==> src/design/itp_pkg.sv <==
// Package for the infix-to-postfix converter.
// Holds character codes, precedence helpers, the stack op and FSM types.
// No dependencies.
package itp_pkg;

    // Default operator stack depth
    localparam int unsigned STACK_DEPTH_DEF = 16;

    // Character codes
    localparam logic [7:0] CH_LPAREN = 8'h28;  // '('
    localparam logic [7:0] CH_RPAREN = 8'h29;  // ')'
    localparam logic [7:0] CH_PLUS   = 8'h2B;  // '+'
    localparam logic [7:0] CH_MINUS  = 8'h2D;  // '-'
    localparam logic [7:0] CH_STAR   = 8'h2A;  // '*'
    localparam logic [7:0] CH_SLASH  = 8'h2F;  // '/'

    // Operation applied to every cell of the stack chain together
    typedef enum logic [1:0] {
        STK_HOLD,
        STK_PUSH,
        STK_POP
    } t_stk_op;

    // Control FSM states
    typedef enum logic [1:0] {
        S_IDLE,
        S_PROC,
        S_FLUSH
    } t_state;

    // Operator precedence: '*' '/' -> 2, '+' '-' -> 1, everything else -> 0
    function automatic logic [1:0] f_prec(input logic [7:0] c);
        logic [1:0] p;
        p = 2'd0;
        if (c == CH_STAR || c == CH_SLASH) begin
            p = 2'd2;
        end else if (c == CH_PLUS || c == CH_MINUS) begin
            p = 2'd1;
        end
        return p;
    endfunction

    // Letters and digits go straight to the output
    function automatic logic f_is_operand(input logic [7:0] c);
        return (c >= 8'h41 && c <= 8'h5A) || (c >= 8'h61 && c <= 8'h7A) ||
               (c >= 8'h30 && c <= 8'h39);
    endfunction

endpackage

==> src/design/infix_to_postfix_converter_top.sv <==
// Top level of the infix-to-postfix (shunting-yard) converter.
// Control FSM, stack count, overflow flag and output register.
// Depends on itp_pkg and itp_stack.
//
//  Channel  | Handshake          | Words
//  ---------+--------------------+--------------------------------------------
//  input    | i_valid / o_ready  | i_symbol, i_end_of_expr
//  output   | o_valid / i_ready  | o_out_symbol, o_symbol_valid, o_expr_end,
//           |                    | o_overflow, o_last
//
// One character at a time: the character is accepted, then an operand is
// emitted, '(' is pushed, an operator pops each entry of equal or higher
// precedence and is then pushed, and ')' pops entries down to and including
// '('; an end-of-expression flush pops every remaining entry and then emits
// the end marker. Each pop shifts the whole stack chain.
// Synchronous active-low reset empties the stack and clears the overflow flag.
// A stalled output holds the FSM in place; nothing is dropped.
module infix_to_postfix_converter_top #(
    parameter int unsigned STACK_DEPTH = itp_pkg::STACK_DEPTH_DEF
) (
    input  logic       i_clk,
    input  logic       i_rst_n,
    input  logic       i_valid,
    output logic       o_ready,
    input  logic [7:0] i_symbol,
    input  logic       i_end_of_expr,
    output logic       o_valid,
    input  logic       i_ready,
    output logic [7:0] o_out_symbol,
    output logic       o_symbol_valid,
    output logic       o_expr_end,
    output logic       o_overflow,
    output logic       o_last
);
    import itp_pkg::*;

    localparam int unsigned CW = $clog2(STACK_DEPTH + 1);
    localparam logic [CW-1:0] FULL = CW'(STACK_DEPTH);
    localparam logic [CW-1:0] ONE  = CW'(1);

    t_state        r_state, n_state;
    logic [CW-1:0] r_count, n_count;
    logic          r_ovf, n_ovf;
    logic [7:0]    r_sym;
    logic          r_end;

    logic          r_o_valid;
    logic [7:0]    r_o_sym;
    logic          r_o_symv;
    logic          r_o_end;
    logic          r_o_ovf;
    logic          r_o_last;

    t_stk_op       w_op;
    logic [7:0]    w_top;
    logic [7:0]    w_next;
    logic          w_can_emit;
    logic          w_emit;
    logic [7:0]    w_e_sym;
    logic          w_e_symv;
    logic          w_e_end;
    logic          w_e_last;
    logic          w_in_acc;

    itp_stack #(
        .STACK_DEPTH (STACK_DEPTH)
    ) u_stack (
        .i_clk       (i_clk),
        .i_op        (w_op),
        .i_push_data (r_sym),
        .o_top       (w_top),
        .o_next      (w_next)
    );

    assign w_in_acc   = i_valid && o_ready;
    assign w_can_emit = !r_o_valid || i_ready;
    assign o_ready    = (r_state == S_IDLE);

    // State, count and flag registers
    always_ff @(posedge i_clk) begin
        if (!i_rst_n) begin
            r_state <= S_IDLE;
            r_count <= '0;
            r_ovf   <= 1'b0;
        end else begin
            r_state <= n_state;
            r_count <= n_count;
            r_ovf   <= n_ovf;
        end
    end

    // Input word capture
    always_ff @(posedge i_clk) begin
        if (w_in_acc) begin
            r_sym <= i_symbol;
            r_end <= i_end_of_expr;
        end
    end

    // Next state, stack op and emitted word
    always_comb begin
        t_state after;
        after    = r_end ? S_FLUSH : S_IDLE;
        n_state  = r_state;
        n_count  = r_count;
        n_ovf    = r_ovf;
        w_op     = STK_HOLD;
        w_emit   = 1'b0;
        w_e_sym  = w_top;
        w_e_symv = 1'b1;
        w_e_end  = 1'b0;
        w_e_last = 1'b0;
        unique case (r_state)
            S_IDLE: begin
                if (w_in_acc) begin
                    n_state = S_PROC;
                end
            end
            S_PROC: begin
                priority if (f_is_operand(r_sym)) begin
                    w_e_sym  = r_sym;
                    w_e_last = !r_end;
                    if (w_can_emit) begin
                        w_emit  = 1'b1;
                        n_state = after;
                    end
                end else if (r_sym == CH_RPAREN) begin
                    if (r_count == '0) begin
                        n_state = after;
                    end else if (w_top == CH_LPAREN) begin
                        w_op    = STK_POP;
                        n_count = r_count - ONE;
                        n_state = after;
                    end else if (w_can_emit) begin
                        w_emit   = 1'b1;
                        w_e_last = !r_end && (r_count == ONE || w_next == CH_LPAREN);
                        w_op     = STK_POP;
                        n_count  = r_count - ONE;
                        if (r_count == ONE) begin
                            n_state = after;
                        end
                    end
                end else if (r_sym != CH_LPAREN && r_count != '0 &&
                             f_prec(w_top) >= f_prec(r_sym)) begin
                    // Operator pops an entry of equal or higher precedence
                    if (w_can_emit) begin
                        w_emit   = 1'b1;
                        w_e_last = !r_end &&
                                   !(r_count > ONE && f_prec(w_next) >= f_prec(r_sym));
                        w_op     = STK_POP;
                        n_count  = r_count - ONE;
                    end
                end else begin
                    // Push '(' or operator; dropped on a full stack
                    if (r_count == FULL) begin
                        n_ovf = 1'b1;
                    end else begin
                        w_op    = STK_PUSH;
                        n_count = r_count + ONE;
                    end
                    n_state = after;
                end
            end
            S_FLUSH: begin
                if (r_count != '0) begin
                    if (w_top == CH_LPAREN) begin
                        w_op    = STK_POP;
                        n_count = r_count - ONE;
                    end else if (w_can_emit) begin
                        w_emit  = 1'b1;
                        w_op    = STK_POP;
                        n_count = r_count - ONE;
                    end
                end else begin
                    // End marker carries the flag, then clears it
                    w_e_sym  = 8'h00;
                    w_e_symv = 1'b0;
                    w_e_end  = 1'b1;
                    w_e_last = 1'b1;
                    if (w_can_emit) begin
                        w_emit  = 1'b1;
                        n_ovf   = 1'b0;
                        n_state = S_IDLE;
                    end
                end
            end
            default: begin
                n_state = S_IDLE;
            end
        endcase
    end

    // Output register valid
    always_ff @(posedge i_clk) begin
        if (!i_rst_n) begin
            r_o_valid <= 1'b0;
        end else if (w_emit) begin
            r_o_valid <= 1'b1;
        end else if (i_ready) begin
            r_o_valid <= 1'b0;
        end
    end

    // Output register word
    always_ff @(posedge i_clk) begin
        if (w_emit) begin
            r_o_sym  <= w_e_sym;
            r_o_symv <= w_e_symv;
            r_o_end  <= w_e_end;
            r_o_ovf  <= r_ovf;
            r_o_last <= w_e_last;
        end
    end

    assign o_valid        = r_o_valid;
    assign o_out_symbol   = r_o_sym;
    assign o_symbol_valid = r_o_symv;
    assign o_expr_end     = r_o_end;
    assign o_overflow     = r_o_ovf;
    assign o_last         = r_o_last;

    // Stack count never passes the depth
    a_count_range: assert property (@(posedge i_clk) disable iff (!i_rst_n)
        r_count <= FULL)
        else $error("stack count above depth");

    // Overflow only rises on a push against a full stack
    a_ovf_rise: assert property (@(posedge i_clk) disable iff (!i_rst_n)
        $rose(r_ovf) |-> $past(r_count) == FULL)
        else $error("overflow set without full stack");

    // End marker is the final word of its item and carries no character
    a_marker_last: assert property (@(posedge i_clk) disable iff (!i_rst_n)
        o_valid && o_expr_end |-> o_last && !o_symbol_valid)
        else $error("bad end marker word");

    // The stack is empty once the end marker has been produced
    a_marker_empty: assert property (@(posedge i_clk) disable iff (!i_rst_n)
        w_emit && w_e_end |=> r_count == '0 && !r_ovf)
        else $error("state not cleared after end marker");

endmodule

==> src/design/itp_cell.sv <==
// One entry of the operator stack chain.
// Takes its neighbor's byte on push (from above) or pop (from below).
// Depends on itp_pkg.
module itp_cell (
    input  logic            i_clk,
    input  itp_pkg::t_stk_op i_op,
    input  logic [7:0]      i_from_above,
    input  logic [7:0]      i_from_below,
    output logic [7:0]      o_entry
);
    import itp_pkg::*;

    logic [7:0] r_entry;

    // Shift with the rest of the chain
    always_ff @(posedge i_clk) begin
        unique case (i_op)
            STK_PUSH: r_entry <= i_from_above;
            STK_POP:  r_entry <= i_from_below;
            default:  r_entry <= r_entry;
        endcase
    end

    assign o_entry = r_entry;

endmodule

==> src/design/itp_stack.sv <==
// Operator stack as a row of shifting cells; cell 0 is always the top.
// Shows the top and the entry under it. Depends on itp_pkg, itp_cell.
module itp_stack #(
    parameter int unsigned STACK_DEPTH = itp_pkg::STACK_DEPTH_DEF
) (
    input  logic             i_clk,
    input  itp_pkg::t_stk_op i_op,
    input  logic [7:0]       i_push_data,
    output logic [7:0]       o_top,
    output logic [7:0]       o_next
);
    import itp_pkg::*;

    logic [7:0] w_entry [STACK_DEPTH];

    // Chain of cells, each wired to its two neighbors
    for (genvar g = 0; g < STACK_DEPTH; g++) begin : g_cell
        logic [7:0] w_above;
        logic [7:0] w_below;

        if (g == 0) begin : g_first
            assign w_above = i_push_data;
        end else begin : g_mid_a
            assign w_above = w_entry[g-1];
        end

        if (g == STACK_DEPTH - 1) begin : g_last
            assign w_below = 8'h00;
        end else begin : g_mid_b
            assign w_below = w_entry[g+1];
        end

        itp_cell u_cell (
            .i_clk        (i_clk),
            .i_op         (i_op),
            .i_from_above (w_above),
            .i_from_below (w_below),
            .o_entry      (w_entry[g])
        );
    end

    assign o_top  = w_entry[0];
    assign o_next = w_entry[1];

endmodule

==> config.mk <==
export PLATFORM = sky130hd
export DESIGN_NAME = infix_to_postfix_converter_top
export DESIGN_NICKNAME = d
export VERILOG_FILES = /design/src/design/itp_pkg.sv /design/src/design/infix_to_postfix_converter_top.sv /design/src/design/itp_cell.sv /design/src/design/itp_stack.sv
export SDC_FILE = /design/constraint.sdc
export NUM_CORES = 1
export LEC_CHECK = 0
export BUFFER_PORTS_ARGS = -buffer_cell sky130_fd_sc_hd__clkbuf_2
export CORE_ASPECT_RATIO = 0.7
export CORE_MARGIN = 1
export CORE_UTILIZATION = 40
export CTS_CLUSTER_DIAMETER = 150
export CTS_CLUSTER_SIZE = 25
export DETAILED_ROUTE_END_ITERATION = 6
export PLACE_DENSITY_LB_ADDON = 0.1
export REMOVE_ABC_BUFFERS = 1
export SYNTH_ARGS = -nofsm -noshare
export SYNTH_HDL_FRONTEND = slang
export SYNTH_SLANG_ARGS = --single-unit
export TNS_END_PERCENT = 30
==> constraint.sdc <==
create_clock -name i_clk -period 14.3 [get_ports i_clk]
set_input_delay 2.86 -clock i_clk [delete_from_list [all_inputs] [get_ports i_clk]]
set_output_delay 2.86 -clock i_clk [all_outputs]
set_load 0.01 [all_outputs]
# After elaboration in Yosys (flattened, before gate mapping)
# Index checks and enable logic that the tools add are counted.
totals:
  in_bits: 13
  out_inout_bits: 14
  elab_cells: 204
  regBits: 158
classes:
  eq_ne: 36
  order_cmp: 9
  n_addsub: 2
  n_mux: 99
  n_reduce_logical: 31
op_table:
  columns: ["operator", "count"]
  rows:
  - ["8-bit one-hot mux with 2 select lines", 17]
  - ["8-bit by 6-bit equality test with 1-bit output, second input constant", 15]
  - ["2-bit 2-to-1 mux", 38]
  - ["5-bit 2-to-1 mux", 8]
  - ["1-bit 2-to-1 mux", 28]
  - ["8-bit by 7-bit >= comparator with 1-bit output, second input constant", 2]
  - ["8-bit by 7-bit less-or-equal comparator with 1-bit output, second input constant", 2]
  - ["8-bit 2-to-1 mux", 2]
  - ["2-bit != test, second input constant", 7]
  - ["7-bit AND reduction", 2]
  - ["1-bit logical OR", 10]
  - ["5-bit one-hot mux with 2 select lines", 1]
  - ["1-bit logical AND", 9]
  - ["8-bit by 6-bit >= comparator with 1-bit output, second input constant", 1]
  - ["8-bit by 6-bit less-or-equal comparator with 1-bit output, second input constant", 1]
  - ["4-bit != test, second input constant", 2]
  - ["8-bit by 6-bit != test with 1-bit output, second input constant", 1]
  - ["3-bit != test, second input constant", 2]
  - ["6-bit != test, second input constant", 1]
  - ["1-bit one-hot mux with 2 select lines", 3]
  - ["2-bit one-hot mux with 3 select lines", 1]
  - ["2-bit nonzero test", 3]
  - ["5-bit by 1-bit adder with 5-bit output, second input constant", 1]
  - ["5-bit by 1-bit equality test with 1-bit output, second input constant", 1]
  - ["other kinds (14)", 19]

# Logic depth before layout (Yosys ltp)
# Gate-level depths: netlist (run 1).
depth:
  ltp_word: 22
  depth_mapped: 16
  depth_no_buf: 12

# Modules after synthesis
# From an unflattened synthesis (run 1), not the netlist that was laid out.
hier_totals:
  cells_unflattened: 524
  area_unflattened_um2: 8270.4
by_module_without_submodules:
  columns: ["mod", "cells_each", "area_each_um2", "instances", "seq_area_each_um2"]
  rows:
  - ["itp_cell", 20, 391.6, 16, 240.2]
  - ["infix_to_postfix_converter_top", 203, 2000.7, 1, 810.8]
  - ["itp_stack", 1, 3.8, 1, 0.0]

# Least setup slack after synthesis (run 1)
# No wires, ideal clock.
synth_timing:
  path_kind: "input port to flip-flop"
  start: "input port i_ready"
  end: "register u_stack.g_cell[0].u_cell.r_entry[0], enable pin"
  path_slack_ns: 7.747
  t_required_ns: 13.819
  path_buffers: 0
  cell_stages: 4
  arrival_ns: 6.071
  setup_ns: 0.481
  path_cell_list: "nand2b_1 o211a_1 ha_1 inv_1"
synth_via:
  elab_chain_cells: 9
  elab_cells_between_ends: 12
  classes_between: "eq/ne (2); mux (8); reduce/logical (2)"
synth_rtl:
  columns: ["item", "line_no", "rtl"]
  rows:
  - ["from (decl)", "infix_to_postfix_converter_top.sv:28", "input logic i_ready,"]
  - ["1-bit logical OR (*)", "infix_to_postfix_converter_top.sv:76", "assign w_can_emit = !r_o_valid || i_ready;"]
  - ["2-bit 2-to-1 mux (*)", "infix_to_postfix_converter_top.sv:134, infix_to_postfix_converter_top.sv:146, infix_to_postfix_converter_top.sv:169", null]
  - ["2-bit 2-to-1 mux", "infix_to_postfix_converter_top.sv:130", "end else if (w_top == CH_LPAREN) begin"]
  - ["2-bit 2-to-1 mux", "infix_to_postfix_converter_top.sv:128", "if (r_count == '0) begin"]
  - ["2-bit 2-to-1 mux", "infix_to_postfix_converter_top.sv:127", "end else if (r_sym == CH_RPAREN) begin"]
  - ["2-bit 2-to-1 mux", "infix_to_postfix_converter_top.sv:120", "priority if (f_is_operand(r_sym)) begin"]
  - ["2-bit one-hot mux with 2 select lines (*)", "infix_to_postfix_converter_top.sv:113", "unique case (r_state)"]
  - ["2-bit equality test / 2-bit by 1-bit equality test with 1-bit output (equally long branches)", "itp_cell.sv:17", "unique case (i_op)"]
  - ["2-bit nonzero test (no source line) (*)", null, null]
  - ["to (signal assigned)", "itp_cell.sv:18", "STK_PUSH: r_entry <= i_from_above;"]
  - ["to (signal assigned)", "itp_cell.sv:19", "STK_POP: r_entry <= i_from_below;"]
  - ["to (signal assigned)", "itp_cell.sv:20", "default: r_entry <= r_entry;"]
  - ["to (decl)", "itp_cell.sv:13", "logic [7:0] r_entry;"]
# Mark *: on every way between the ends. The rest lies on a longest branch, timed or not.
# A chain may end at the register's enable or synchronous reset.

# Worst setup path in the final report (run 1)
layout_timing:
  start: "input port i_ready"
  end: "register u_stack.g_cell[5].u_cell.r_entry[1], enable pin"
layout_via:
  elab_chain_cells: 9
  elab_cells_between_ends: 12
  classes_between: "eq/ne (2); mux (8); reduce/logical (2)"
layout_rtl:
  columns: ["item", "line_no"]
  rows:
  - ["1-bit logical OR (*)", "infix_to_postfix_converter_top.sv:76"]
  - ["2-bit 2-to-1 mux (*)", "infix_to_postfix_converter_top.sv:134, infix_to_postfix_converter_top.sv:146, infix_to_postfix_converter_top.sv:169"]
  - ["2-bit 2-to-1 mux", "infix_to_postfix_converter_top.sv:130"]
  - ["2-bit 2-to-1 mux", "infix_to_postfix_converter_top.sv:128"]
  - ["2-bit 2-to-1 mux", "infix_to_postfix_converter_top.sv:127"]
  - ["2-bit 2-to-1 mux", "infix_to_postfix_converter_top.sv:120"]
  - ["2-bit one-hot mux with 2 select lines (*)", "infix_to_postfix_converter_top.sv:113"]
  - ["2-bit equality test / 2-bit by 1-bit equality test with 1-bit output (equally long branches)", "itp_cell.sv:17"]
  - ["2-bit nonzero test (no source line) (*)", null]
  - ["to (signal assigned)", "itp_cell.sv:18"]
  - ["to (signal assigned)", "itp_cell.sv:19"]
  - ["to (signal assigned)", "itp_cell.sv:20"]
  - ["to (decl)", "itp_cell.sv:13"]
# Marks and branches as above.

==> results of run 1 <==
-- critical path: stages --
cell	delay, ns
sky130_fd_sc_hd__clkbuf_2	0.09
sky130_fd_sc_hd__nand2b_1	0.26
sky130_fd_sc_hd__o211a_1	0.33
sky130_fd_sc_hd__ha_4	0.23
sky130_fd_sc_hd__inv_4	0.30
sky130_fd_sc_hd__buf_4	0.91
-- final cells by class --
cell class / count / area [µm²] / area share, %
Clock inverter: 15 / 140 / 1.69
Timing Repair Buffer: 28 / 145 / 1.75
Sequential cell: 158 / 4650 / 56.1
Tap cell: 236 / 295 / 3.56
Inverter: 7 / 28.8 / 0.347
Multi-Input combinational cell: 297 / 2610 / 31.4
Clock buffer: 17 / 425 / 5.13
-- worst paths after layout --
check	start	end	slack, ns	cells past startpoint
setup reg to reg	u_stack.g_cell[0].u_cell.o_entry[6]	u_stack.g_cell[5].u_cell.o_entry[1]	9.32	10
hold reg to reg	r_ovf	o_overflow	0.47	0
setup / recovery	i_ready	u_stack.g_cell[5].u_cell.o_entry[1]	9.19	6
hold / removal	r_ovf	o_overflow	0.47	0
-- state kept, by name, summed over array words and instances, names as in the netlist, 2 cells and up --
name,cells
o_out_symbol,8
r_count,5
r_sym,8
u_stack.g_cell.u_cell.o_entry,128
r_state,2
-- metal layers --
| layer | wire length, µm | global-route usage, % | vias to the layer above |
|---|---|---|---|
| li1 | - | - | 1950 |
| met4 | 172 | 5.26 | 0 |
| met2 | 5450 | 20.2 | 115 |
| met5 | 0 | 0 | - |
| met1 | 7470 | 25.3 | 2083 |
| met3 | 824 | 4.40 | 15 |
-- metrics by stage --
step / setup WS, ns / instance area [µm²] / hold WS, ns / util [%] / total power, mW
5_1_grt: 9.05 / 8300 / 0.498 / 45.9 / 2.03
3_3_place_gp: 8.86 / 7730 / 0.459 / 42.8 / 1.47
6_report: 9.19 / 8300 / 0.473 / 45.9 / 1.91
2_1_floorplan: 7.75 / 7270 / 0.409 / - / 1.33
4_1_cts: 9.24 / 8300 / 0.473 / 45.9 / 1.93
3_5_place_dp: 8.76 / 7730 / 0.460 / 42.8 / 1.50
-- placed cells by master, fill, tap and decap left out, drive strengths merged, types with 4 or more instances in the layout --
cell	netlist	routed
and3	9	9
mux2	119	119
a21oi	12	12
nor3	5	5
nor2b	12	12
edfxtp	149	149
and2	5	5
mux2i	5	5
nand2	19	19
nand4	5	5
dfxtp	9	9
o21ai	10	10
clkinvlp	0	4
nand2b	5	5
a22o	6	6
clkbuf	20	43
nor2	9	9
inv	7	9
clkinv	0	8
nand3	12	12
ha	12	12
-- cells by family after synthesis --
family / Yosys count / share of synthesized area [%]
xor+xnor: 6 / 0.712
buf+inv: 34 / 1.90
fa+ha+maj: 12 / 2.03
mux: 124 / 18.8
simple gates: 97 / 7.91
compound gates: 58 / 5.61
flops: 158 / 63.0
-- power by group through the flow --
| stage | Combinational, mW | Sequential, mW | Clock (mW) |
|---|---|---|---|
| after CTS | 0.563 | 0.925 | 0.440 |
| after detailed placement | 0.563 | 0.933 | 0 |
| final | 0.562 | 0.923 | 0.429 |
| after global placement | 0.545 | 0.926 | 0 |
| after floorplan | 0.428 | 0.906 | 0 |
| after global routing | 0.618 | 0.951 | 0.460 |
==> summary.txt, run 1 <==
========================================================================================
DIE WIDTH                                                                         164 µm
Sw Ratio                                                                           32.4%
Number of global-route vias before repair                                           4051
Arrival time of the worst setup path                                             5.14 ns
Number of port buffers                                                                26
Class of the most critical setup path                                       input port to flip-flop
Synthesis Warnings                                                                     0
Worst VDD drop                                                               0.0000954 V
Initial antenna violation count                                                        0
Internal power contribution                                                      1.29 mW
Most frequently used cell type in the post-synthesis netlist                sky130_fd_sc_hd__edfxtp_1
Row cnt                                                                               41
Residual DRC count                                                                     0
Area of the placeable core                                                     18100 µm²
Number of setup violations in the final report                                         0
Via count                                                                           4163
Power per cell area                                                           231 nW/µm²
Relative contribution of combinational cells to total power                        29.3%
Cell area after synthesis                                                       7390 µm²
Height of the die                                                                 116 µm
Half-perimeter wire length after placement                                       9.14 mm
Post-CTS Hold Fix Bufs                                                                 0
Total CTS buffers                                                                     17
Post-synthesis sequential element count                                              158
Part of the total power dissipated in sequential elements                          48.2%
Net total in the final layout                                                        534
Count of nets left with antenna violations after detail routing                        0
Setup TNS Final                                                                     0 ns
1st-iter DRT viols                                                                   490
Buffer cell driving the clock tree root                                     sky130_fd_sc_hd__clkbuf_16
Post-CTS Repair Setup Buffers                                                          0
Post-synthesis cell type with the largest combined area                     sky130_fd_sc_hd__edfxtp_1
# placed instances                                                                   726
Final standard cell count with taps included and fillers excluded                    758
Wirelength per Cell                                                              18.4 µm
Required time of the critical path                                              14.33 ns
Remaining max-slew budget at the tightest pin                                      18.4%
Floorplan die area                                                             19000 µm²
Min-Delay Path Class                                                        flip-flop to flip-flop
Number of clock sinks                                                                158
Minimum period implied by the final worst setup slack                            5.11 ns
Weighted congestion reported at the end of routability-driven placement            0.967
Number of resized instances in the post-cts repair step                                0
Number of different library cells in the post-synthesis netlist                       61
Setup repair after global routing missed its margin                                   no
Reported net switching power                                                    0.620 mW
Static Leak                                                                      2.73 nW
Number of vias per cell after detailed routing                                      5.49
Timing-limited maximum frequency                                                 196 MHz
CP max FO                                                                             97
Crit path launch type                                                         input port
Number of fill cells                                                                1598
Result of the run                                                           finished clean
TritonRoute pass-1 iters                                                               5
I/O pin total                                                                         27
Clock tree from TritonCTS                                                            yes
Clk buf depth                                                                          2
Number of hold violations in the final report                                          0
Top-area cell type share of the netlist area                                       60.6%
Number of flops mapped to enable cells by yosys                                      149
Critical path capture point type                                               flip-flop
Proportion of layout cells with a drive suffix above 1                             36.4%
Post-synth ARST share                                                                 0%
H-tree level count                                                                     4
Synthesis-to-finish area growth                                                    12.3%
Congestion Overflow GR                                                                 0
Effective utilization at floorplan                                                 40.9%
Final count of pins violating max slew                                                 0
Mean Syn Cell Area                                                              15.1 µm²
Final Skew                                                                     0.0104 ns
Maximum number of pins on one net before global-route repair                          98
First-pass GRT wire length                                                       22.2 mm
Measured slew at the worst slew-check pin                                        1.22 ns
Final antenna diode count                                                              0
Portion of the clock cycle consumed by the worst path in the final layout          35.7%
Cell types with the largest area share after synthesis                      sky130_fd_sc_hd__edfxtp_1 (61%), sky130_fd_sc_hd__mux2_2 (18%), sky130_fd_sc_hd__dfxtp_1 (2.4%)
Routed wire length                                                               13.9 mm
GRT Util Overall                                                                   15.9%
Clock transition at path regs                                                    0.06 ns
Clock power frac                                                                   22.4%
Mapped Cells                                                                         489
Part of the Yosys area used for sequential elements                                63.0%
Reported max-cap violation count                                                       0
Most common flop cell mapped by yosys                                       sky130_fd_sc_hd__edfxtp_1
Synth cell count leaders                                                    sky130_fd_sc_hd__edfxtp_1 (149), sky130_fd_sc_hd__mux2_2 (119), sky130_fd_sc_hd__clkbuf_1 (20), sky130_fd_sc_hd__nand2_1 (19)
Clock latency on the worst-skew pair                                             0.42 ns
========================================================================================
No activity file was read; power rests on OpenSTA's default activity.
==> inputs of run 2 (changes only) <==
clock period = 4.73 ns   (was 14.3 ns; I/O delays follow)
==> run 2 against run 1 <==
Effect of this change:
- die area unchanged
- clock skew down 0.0032 ns
- sequential power rose to 3.0 times the previous value
- sequential cell count unchanged
- power grew to 3.1 times the previous value
- combinational power increased to 3.1 times the previous value
- core utilization rose by 0.55 points
- first-iteration DRC count fell by 36%
- count of clock-buffer cells in the layout rose by 1
- critical path type is now flip-flop to flip-flop
- critical endpoint is now u_stack.g_cell[7].u_cell.o_entry[3]
- highest routed layer unchanged
==> summary.txt, run 2 (synthesis results as in run 1) <==
========================================================================================
Result of the run                                                           finished clean
Reported net switching power                                                     1.91 mW   +210%
Crit-path cells                                                             nor4b_1, nand4_1, ha_1, nand2b_1, a21o_1, nand3_1, o22ai_1, o211a_1, ha_2, buf_4, mux2_2
CP max FO                                                                             43   -56%
Worst reg-to-reg path cell count                                                      11   +1
Clock power frac                                                                   23.2%   +0.8 points
Half-perimeter wire length after placement                                       9.49 mm   +3.9%
Post-CTS Hold Fix Bufs                                                                 0   unchanged
Net total in the final layout                                                        538   +0.75%
Cell with the largest stage delay on the worst path                         sky130_fd_sc_hd__nor4b_1
Most common library cell in the layout ignoring fill and taps               sky130_fd_sc_hd__edfxtp_1
Number of global-route vias before repair                                           4030   -0.52%
Floorplan die area                                                             19000 µm²   unchanged
Worst Hold Endpoint                                                           o_overflow
Part of the total power dissipated in sequential elements                          47.0%   -1.2 points
Remaining max-slew budget at the tightest pin                                      40.4%   +22 points
GRT Util Overall                                                                   16.1%   +0.21 points
Cell count of the worst hold path                                                      0   unchanged
Total CTS buffers                                                                     17   unchanged
Via count                                                                           4147   -0.38%
Critical path capture point type                                               flip-flop
Arrival time of the worst setup path                                             4.16 ns   -0.98 ns
Number of resized instances in the post-cts repair step                                0   unchanged
Portion of the clock cycle consumed by the worst path in the final layout          84.3%
Wirelength per Cell                                                              18.7 µm   +2.1%
Post-CTS Repair Setup Buffers                                                          0   unchanged
Reg2reg end                                                                 u_stack.g_cell[7].u_cell.o_entry[3]
Clock transition at path regs                                                    0.06 ns   about the same
Sw Ratio                                                                           32.2%   -0.22 points
Proportion of layout cells with a drive suffix above 1                             36.9%   +0.48 points
Final standard cell count with taps included and fillers excluded                    762   +0.53%
TritonRoute pass-1 iters                                                               5   unchanged
I/O pin total                                                                         27   unchanged
First-pass GRT wire length                                                       22.7 mm   +2.1%
Buffer cell driving the clock tree root                                     sky130_fd_sc_hd__clkbuf_16
Clock latency on the worst-skew pair                                             0.43 ns   about the same
Final count of pins violating max slew                                                 0   unchanged
Clk buf depth                                                                          2   unchanged
Static Leak                                                                      2.77 nW   +1.5%
Count of nets left with antenna violations after detail routing                        0   unchanged
Reg-to-reg setup timing slack                                                    0.74 ns   -8.58 ns
Reported max-cap violation count                                                       0   unchanged
Worst setup path startpoint                                                 u_stack.g_cell[0].u_cell.o_entry[4]
# placed instances                                                                   730   +0.55%
Area of placed instances                                                        7800 µm²   +0.87%
Clock tree from TritonCTS                                                            yes
DIE WIDTH                                                                         164 µm   unchanged
Biggest cell delay along the critical path                                       0.61 ns   -0.30 ns
Residual DRC count                                                                     0   unchanged
Final antenna diode count                                                              0   unchanged
Seq. cell area                                                                  4650 µm²   unchanged
Most used cells in the layout excluding fill and tap cells                  sky130_fd_sc_hd__edfxtp_1 (149), sky130_fd_sc_hd__mux2_2 (119), sky130_fd_sc_hd__clkbuf_2 (26)
Worst min-delay path startpoint                                                    r_ovf
Row cnt                                                                               41   unchanged
Timing-limited maximum frequency                                                 251 MHz
Number of vias per cell after detailed routing                                      5.44   -0.91%
Maximum number of pins on one net before global-route repair                          87   -11%
Number of clock sinks                                                                158   unchanged
Final cell area excluding filler cells                                          8390 µm²   +1.2%
Minimum period implied by the final worst setup slack                            3.99 ns
Power per cell area                                                           706 nW/µm²   +210%
Setup TNS Final                                                                     0 ns   unchanged
Worst VDD drop                                                                0.000255 V   +170%
H-tree level count                                                                     4   unchanged
Relative contribution of combinational cells to total power                        29.8%   +0.5 points
Height of the die                                                                 116 µm   unchanged
Max reg flops                                                                        128   unchanged
Area occupied by multi-input gates                                              2610 µm²   unchanged
Required time of the critical path                                               4.90 ns   -9.43 ns
Initial antenna violation count                                                        0   unchanged
Measured slew at the worst slew-check pin                                       0.882 ns   -0.341 ns
Routed wire length                                                               14.3 mm   +2.7%
Effective utilization at floorplan                                                 40.9%   unchanged
Crit path launch type                                                          flip-flop
Final Skew                                                                    0.00714 ns   -0.00321 ns
Congestion Overflow GR                                                                 0   unchanged
Number of fill cells                                                                1584   -0.88%
Area of the placeable core                                                     18100 µm²   unchanged
Post-layout util                                                                   46.5%   +0.55 points
Setup repair after global routing missed its margin                                   no
Min-Delay Path Class                                                        flip-flop to flip-flop
Weighted congestion reported at the end of routability-driven placement            0.867   -10%
Class of the most critical setup path                                       flip-flop to flip-flop
Number of hold violations in the final report                                          0   unchanged
Synthesis-to-finish area growth                                                    13.7%
1st-iter DRT viols                                                                   315   -36%
Number of port buffers                                                                26   unchanged
Reg2Reg Launch Point                                                        u_stack.g_cell[0].u_cell.o_entry[4]
Number of setup violations in the final report                                         0   unchanged
Internal power contribution                                                      4.02 mW   +210%
========================================================================================
run 2: layer usage:
metal,global-route usage (%),routed length (µm),up-vias
met5,0,0,-
met4,5.32,188,0
met3,5.01,669,19
met2,20.6,5770,76
met1,25.1,7650,2095
li1,-,-,1957
run 2: critical path, delay by kind of cell (launching register included):
family	cells	cell delay, ns
adders and majority gates	2	0.49
buffers and inverters	1	0.49
AOI/OAI and AO/OA	3	0.65
and+or+nand+nor	4	1.21
DFF	1	0.43
muxes	1	0.41
run 2: worst max path at each step:
stage	end	slack [ns]	depth (start not counted)
5_1_grt	u_stack.g_cell[7].u_cell.o_entry[3]	0.48	11
2_1_floorplan	u_stack.g_cell[0].u_cell.o_entry[0]	-0.75	9
4_1_cts	u_stack.g_cell[1].u_cell.o_entry[2]	0.74	10
6_report	u_stack.g_cell[7].u_cell.o_entry[3]	0.74	11
3_3_place_gp	u_stack.g_cell[1].u_cell.o_entry[4]	0.84	11
3_5_place_dp	u_stack.g_cell[10].u_cell.o_entry[0]	0.76	10
run 2: power by group through the flow:
stage / Clock [mW] / Sequential [mW] / Combinational [mW]
2_1_floorplan: 0 / 2.74 / 1.29
3_3_place_gp: 0 / 2.79 / 1.75
3_5_place_dp: 0 / 2.81 / 1.78
4_1_cts: 1.41 / 2.79 / 1.78
5_1_grt: 1.47 / 2.86 / 1.95
6_report: 1.37 / 2.79 / 1.76
run 2: area by class of cell:
class                   count  area share, %
clock buffers              18           5.23
clock inverters            14           1.88
inverters                   7          0.343
multi-input cells         297           31.0
flip-flops and latches    158           55.4
well taps                 236           3.52
repair buffers             32           2.53
run 2: stage by stage:
step / hold WS (ns) / power, mW / setup slack, ns
after floorplan: 0.409 / 4.03 / -0.750
after global placement: 0.430 / 4.54 / 0.840
after detailed placement: 0.436 / 4.59 / 0.756
after CTS: 0.452 / 5.98 / 0.744
after global routing: 0.459 / 6.28 / 0.477
final: 0.449 / 5.92 / 0.745
